### config.mk
export PLATFORM = sky130hd
export DESIGN_NAME = fbfl_ctrl
export DESIGN_NICKNAME = d
export VERILOG_FILES = /design/src/fbfl_pkg.sv /design/src/fbfl_ctrl.sv
export SDC_FILE = /design/constraint.sdc
export NUM_CORES = 1
export LEC_CHECK = 0
export ABC_AREA = 1
export BUFFER_PORTS_ARGS = -buffer_cell sky130_fd_sc_hd__buf_2
export CORE_AREA = 4 4 41 43
export DETAILED_ROUTE_END_ITERATION = 10
export DIE_AREA = 0 0 45 47
export PLACE_DENSITY = 0.44
export RECOVER_POWER = 50
export SYNTH_ARGS = -nofsm -noshare
export SYNTH_HDL_FRONTEND = slang
export SYNTH_SLANG_ARGS = --single-unit
### constraint.sdc
create_clock -name clk -period 1.7 [get_ports clk]
set_clock_uncertainty 0.1 [all_clocks]
set_input_delay 0.085 -clock clk [delete_from_list [all_inputs] [get_ports clk]]
set_output_delay 0.085 -clock clk [all_outputs]
set_load 0.01 [all_outputs]
### src/fbfl_pkg.sv
`timescale 1ns / 1ps
// ----------------------------------------------------------------------------
// fbfl_pkg
// Shared types and codes of the fixed-size block pool with a free list.
// ----------------------------------------------------------------------------
package fbfl_pkg;

  localparam int CMD_W      = 2;
  localparam int BYTES_W    = 16;
  localparam int HANDLE_W   = 10;
  localparam int PRE_W      = 24;
  localparam int STATUS_W   = 3;
  localparam int COUNT_W    = 11;
  localparam int PAGES_W    = 4;
  localparam int CFG_IDX_W  = 1;
  localparam int CFG_DATA_W = 16;

  localparam logic [BYTES_W-1:0] PTR_BYTES = 16'd8;
  localparam logic [COUNT_W-1:0] COUNT_MAX = '1;

  // commands
  localparam logic [CMD_W-1:0] CMD_ALLOC   = 2'd0;
  localparam logic [CMD_W-1:0] CMD_FREE    = 2'd1;
  localparam logic [CMD_W-1:0] CMD_PREALLOC = 2'd2;
  localparam logic [CMD_W-1:0] CMD_RELEASE = 2'd3;

  // result status codes
  localparam logic [STATUS_W-1:0] STAT_OK        = 3'd0;
  localparam logic [STATUS_W-1:0] STAT_TOO_LARGE = 3'd1;
  localparam logic [STATUS_W-1:0] STAT_NO_MEMORY = 3'd2;
  localparam logic [STATUS_W-1:0] STAT_NULL_FREE = 3'd3;
  localparam logic [STATUS_W-1:0] STAT_BAD_HANDLE = 3'd4;

  // configuration register indexes
  localparam logic [CFG_IDX_W-1:0] REG_BLOCK_BYTES = 1'd0;
  localparam logic [CFG_IDX_W-1:0] REG_AUTO_GROW   = 1'd1;

  typedef struct packed {
    logic [CMD_W-1:0]    command;
    logic [BYTES_W-1:0]  request_bytes;
    logic                handle_present;
    logic [HANDLE_W-1:0] free_handle;
    logic [PRE_W-1:0]    prealloc_bytes;
  } in_item_t;

  typedef struct packed {
    logic [STATUS_W-1:0] status;
    logic [HANDLE_W-1:0] granted_handle;
    logic [COUNT_W-1:0]  live_count;
    logic [COUNT_W-1:0]  peak_count;
    logic [PAGES_W-1:0]  pages_in_use;
  } out_item_t;

  // controller to datapath
  typedef struct packed {
    logic load;
    logic pre_init;
    logic pre_step;
    logic sweep_step;
    logic commit;
  } ctrl_cmd_t;

  // datapath to controller
  typedef struct packed {
    logic in_is_pre;
    logic op_alloc;
    logic grow_needed;
    logic room;
    logic pre_more;
    logic sweep_last;
    logic out_free;
  } dp_status_t;

endpackage

### src/fbfl_ctrl.sv
`timescale 1ns / 1ps
// ----------------------------------------------------------------------------
// fbfl_ctrl
// Sequencer of the block pool: accepts a transaction, runs page link sweeps
// and preallocate steps, and commits the result.
// ----------------------------------------------------------------------------
module fbfl_ctrl (
  input  logic                   clk,
  input  logic                   rst,
  input  logic                   in_valid,
  output logic                   in_stall,
  input  fbfl_pkg::dp_status_t   st,
  output fbfl_pkg::ctrl_cmd_t    cmd
);

  typedef enum logic [2:0] {
    S_IDLE,
    S_EXEC,
    S_PRE_MUL,
    S_PRE_NEXT,
    S_SWEEP,
    S_RD_WAIT
  } state_t;

  state_t state;
  state_t state_next;

  always_comb begin
    cmd        = '0;
    state_next = state;
    case (state)
      S_IDLE: begin
        if (in_valid && !in_stall) begin
          cmd.load   = 1'b1;
          state_next = st.in_is_pre ? S_PRE_MUL : S_EXEC;
        end
      end
      S_PRE_MUL: begin
        cmd.pre_init = 1'b1;
        state_next   = st.room ? S_SWEEP : S_EXEC;
      end
      S_SWEEP: begin
        cmd.sweep_step = 1'b1;
        if (st.sweep_last) begin
          state_next = st.op_alloc ? S_RD_WAIT : S_PRE_NEXT;
        end
      end
      S_PRE_NEXT: begin
        if (st.pre_more) begin
          cmd.pre_step = 1'b1;
          state_next   = S_SWEEP;
        end else begin
          state_next = S_EXEC;
        end
      end
      // link memory read of the new head lands next cycle
      S_RD_WAIT: begin
        state_next = S_EXEC;
      end
      S_EXEC: begin
        if (st.grow_needed) begin
          state_next = S_SWEEP;
        end else if (st.out_free) begin
          cmd.commit = 1'b1;
          state_next = S_IDLE;
        end
      end
      default: begin
        state_next = S_IDLE;
      end
    endcase
  end

  always_ff @(posedge clk) begin
    if (rst) begin
      state    <= S_IDLE;
      in_stall <= 1'b0;
    end else begin
      state    <= state_next;
      in_stall <= (state_next != S_IDLE);
    end
  end

  a_sweep_needs_room: assert property (@(posedge clk) disable iff (rst)
    (state != S_SWEEP && state_next == S_SWEEP) |-> st.room)
    else $error("page sweep started with all pages in use");

  a_sweep_exit: assert property (@(posedge clk) disable iff (rst)
    (state == S_SWEEP && st.sweep_last) |=> (state == S_RD_WAIT || state == S_PRE_NEXT))
    else $error("page sweep did not hand over after its last link");

endmodule

==> run metrics, run 1 <==
Power Density around 860 nW/um2; num rows 13; TNS Setup 0 ns; total leakage power 0.000265 uW; Hold Buf Count CTS 0; area leader, netlist dfxtp_1; Critical Path Source Type flop; R2R setup slack 0.32 ns; gr ovfl total 0; Synth top area share 0.254; clock sink total 4; mux cell area share after synthesis 0; f_max 704 MHz; Synth area leaders dfxtp_1 25%, nand2_1 12%, nand3_1 11%; Worst-path clk slew 0.03 ns; Worst slew margin 0.785; dpl cell area a little under 400 um2; Post-DRT Antenna Nets 0; WL final 776 um; hold wc startpoint rst; sequential element share of the synthesized area 0.254; H-tree depth 1; via/cell ratio 4.15; worst r2r path cells 5; Endpoint, Worst Hold state[0]; reg2reg end in_stall; Worst R2R Start state[0]; status finished, final reports clean; synthesized flop and latch total 4; Slew @ Worst Pin 0.319 ns; Die Width 45 um; XOR/XNOR Fraction of Synth Area 0; Post-Synth Simple-Gate Area 0.468; post-cts gate resize count 0; worst-skew pair later-pin latency 0.23 ns; Core ar. 1300 um2; top post-synthesis cells by count 10 x nand2_1, 9 x inv_1, 7 x nand3_1; VDD IR max 0.000512 V; Starting DRT DRC Count 3; routed vias approximately 350; number of placed cells counting well taps 81; final hold violations 0; Final Max Tran Viols 0; Mapped Nets 62; GRT Resource Usage Total 0.0814; ys flop type dfxtp_1; Area Overhead vs Synth 30.2%; worst min-delay path class in2reg; wire per inst between 9 and 10 um; number of enable flip-flop cells after synthesis 0; First-pass DRT Iterations 2; I/O Buffers 15; first-pass GRT wire length roughly 1200 um; fraction of registers with async set/reset 0; max-cap check violation count 0; root buffer selected by CTS clkbuf_4; gpl congestion ~0.7; nets 81; Die ar. 2120 um2; fin crit share 0.836; Synth Area in Adders 0; main combinational cell family by area after synthesis simple AND/OR/NAND/NOR gates; most frequent cell after synthesis nand2_1; die height ~47 um; diode count 0; vias in the first global route 300; Setup violations, final 0; Synth warnings 0; Crit Path Max Fanout 8; Min-Delay Path Depth 4; post-route minimum period between 1 and 1.5 ns; IO Pins 16; critical path capture point type output pin; Bufs on Longest Clock Path 2; Mapped Area ~320 um2; initial antenna violation count 0; CTS buffer count 3; post-synth cell types 15; Synth Area in Compound Gates 0.0992; RSZ-0062 raised after global routing no; Starting Density 0.242; Final Cell Area a little over 400 um2; dpl hpwl 638 um; pin count of the biggest net entering global routing 9; DRC 0; WS Path Type reg2out; Worst EP required 1.51 ns; Avg Cell Area, Syn 6.06 um2; Final Non-Filler Cells 84; CTS tree done; cells after synthesis 52; setup bufs post-CTS 0; share of post-route cells with drive strength above 1 0.362; Worst EP arrival 1.24 ns
==> flip-flops by register name, indices dropped and copies added (netlist names) <==
name,count
state,3
in_stall,1
==> kinds of logic (layout without fill, tap and decap cells) <==
family | Yosys count | in the layout
compound gates | 4 | 4
simple gates | 31 | 31
flops | 4 | 4
buf+inv | 13 | 30
==> through the flow <==
stage	hold WS, ns	util	power, uW	worst slack [ns]
finish	0.0510	0.315	354	0.279
global route	0.0700	0.315	389	0.139
CTS	0.0241	0.323	369	0.257
detailed placement	0.269	0.306	249	0.483
global placement	0.272	0.306	250	0.475
floorplan	0.118	-	212	0.638
==> cell usage in the layout, fill, tap and decap left out, types with 2 or more instances in the layout <==
cell / instances
nand3_1: 7
buf_2: 14
dfxtp_1: 4
nand2_1: 11
clkbuf_4: 3
inv_1: 10
nor2_2: 2
inv_2: 2
nor2_1: 7
==> critical path, cell delays in order (launching register included) <==
cell and delay [ns]:
dfxtp_1 0.49, inv_2 0.07, nor2_2 0.14, nand3_1 0.08
nor2_1 0.09, buf_2 0.13
==> where the power goes <==
group	leakage (uW)	internal, uW	switching (uW)	total, uW
registers	0.0000328	109	18.1	127
clock network	0.0000138	78.8	36.6	115
logic	0.000218	45.0	67.1	112
==> cell type report <==
type                       count  area, um2
clock buffer                   3       22.5
fill                         158        891
inverter                      12       45.0
multi-input combinational     35        170
sequential                     4       80.1
tap                           15       18.8
timing repair buffer          15       73.8
==> routing by layer <==
layer,GRT usage,wire length (um),share of wire,vias up
li1,-,-,-,196
met2,0.121,321,0.41,12
met1,0.100,373,0.48,141
met3,0.0498,81,0.10,0
met5,0,0,0,-
met4,0.0175,0,0,0
==> how the worst max path moves through the flow <==
| stage | from | to | cells after the start |
|---|---|---|---|
| 2_1_floorplan | state[1] | in_stall | 7 |
| 3_3_place_gp | state[0] | in_stall | 5 |
| 3_5_place_dp | state[0] | in_stall | 5 |
| 4_1_cts | state[0] | cmd[0] | 5 |
| 5_1_grt | state[0] | in_stall | 5 |
| 6_report | state[0] | cmd[0] | 5 |
(Power assumes the default switching activity.)
==> run 2, diff against run 1 <==
clock period = 1.4 ns   (was 1.7 ns; I/O delays follow)
==> run metrics, run 2 (same netlist as run 1, synthesis figures left out) <==
status finished, final reports clean; Starting DRT DRC Count 1; Starting Density 0.242; Worst-path clk slew 0.04 ns; RSZ-0062 raised after global routing no; Worst slew margin 0.854; Bufs on Longest Clock Path 2; TNS Setup 0 ns; Final Max Tran Viols 0; share of post-route cells with drive strength above 1 0.406; gr ovfl total 0; worst setup margin between 0.1 and 0.15 ns; Critical Path Source Type flop; worst min-delay path class in2reg; first-pass GRT wire length 1120 um; Crit-path slowest cell dfxtp_2; VDD IR max 0.000553 V; routed vias 342; post-route minimum period 1.29 ns; Biggest register state; diode count 0; CTS tree done; Die Width 45 um; GRT Resource Usage Total 0.0742; vias in the first global route 309; gpl congestion 0.681; most frequent cells in the layout 14 x buf_2, 11 x nand2_1, 10 x inv_1; number of placed cells counting well taps between 80 and 90; critical path capture point type output pin; clock sink total 4; dpl cell area between 300 and 400 um2; fin crit share 0.924; pin count of the biggest net entering global routing 9; nets just over 80; First-pass DRT Iterations 2; Top Registers state: 3 flops, in_stall: 1 flops; I/O Buffers 15; final hold violations 0; Final Cell Area 418 um2; worst path cell trace inv_2, nor2_2, nand3_1, nor2_1, buf_2; Die ar. 2120 um2; Hold Buf Count CTS 0; Final Non-Filler Cells 84; Place WS 0.223 ns; most common cell after layout, fill and taps aside buf_2; CP max stage delay 0.41 ns; DRC 0; FILL cells 159; Slew @ Worst Pin around 0.22 ns; WL final 696 um; Crit Path Max Fanout 8; Setup violations, final 0; IO Pins 16; via/cell ratio 4.07; f_max 773 MHz; root buffer selected by CTS clkbuf_4; CTS buffer count 3; Tot Pwr 431 uW; WS Path Type reg2out; H-tree depth 1; Core ar. roughly 1300 um2; wire per inst just over 8 um; worst-skew pair later-pin latency 0.23 ns; dpl hpwl 613 um; Post-DRT Antenna Nets 0; die height 47 um; max FFs per register 3; total leakage power 0.000266 uW; Power Density about 1000 nW/um2; num rows 13; max-cap check violation count 0; Worst EP arrival 1.12 ns; Area Overhead vs Synth 32.5%; initial antenna violation count 0; Worst EP required 1.23 ns
## run 2: final cells by class
cell class	instances	area (um2)	area share
multi-input cells	35	176	0.422
inverters	12	45.0	0.108
repair buffers	15	73.8	0.177
flip-flops and latches	4	81.3	0.195
clock buffers	3	22.5	0.0539
well taps	15	18.8	0.0449
## run 2: where the power goes
group          internal [uW]  switching (uW)  total (uW)
Combinational           56.8            81.1         138
Sequential               133            21.4         155
Clock                   95.6            42.6         138
## run 2: worst paths after layout
kind | start | endpoint | slack [ns] | cells past startpoint
max | state[0] | cmd[0] | 0.11 | 5
min | rst | state[0] | 0.01 | 4
max reg2reg | state[1] | in_stall | 0.19 | 7
min reg2reg | state[2] | state[2] | 0.59 | 4
## run 2: through the flow
step	util	hold slack [ns]
after CTS	0.324	0.00422
final	0.321	0.00988
after detailed placement	0.306	0.249
after floorplan	-	0.0875
after global routing	0.321	0.0245
after global placement	0.306	0.245
## run 2: routing by layer
metal | vias to the layer above | global-route usage | part of all wire
li1 | 194 | - | -
met1 | 138 | 0.0886 | 0.49
met2 | 10 | 0.113 | 0.43
met3 | 0 | 0.0230 | 0.086
met4 | 0 | 0.0526 | 0
met5 | - | 0 | 0
## run 2: repair_timing
item,in CTS,in global routing
gates resized for setup,1,0
setup endpoints to repair,1,0
setup buffers,0,0
## run 2: worst max-delay path, delay by kind of cell (launching register included)
kind	cells	cell delay, ns
buf+inv	2	0.19
flops	1	0.41
simple gates	3	0.29
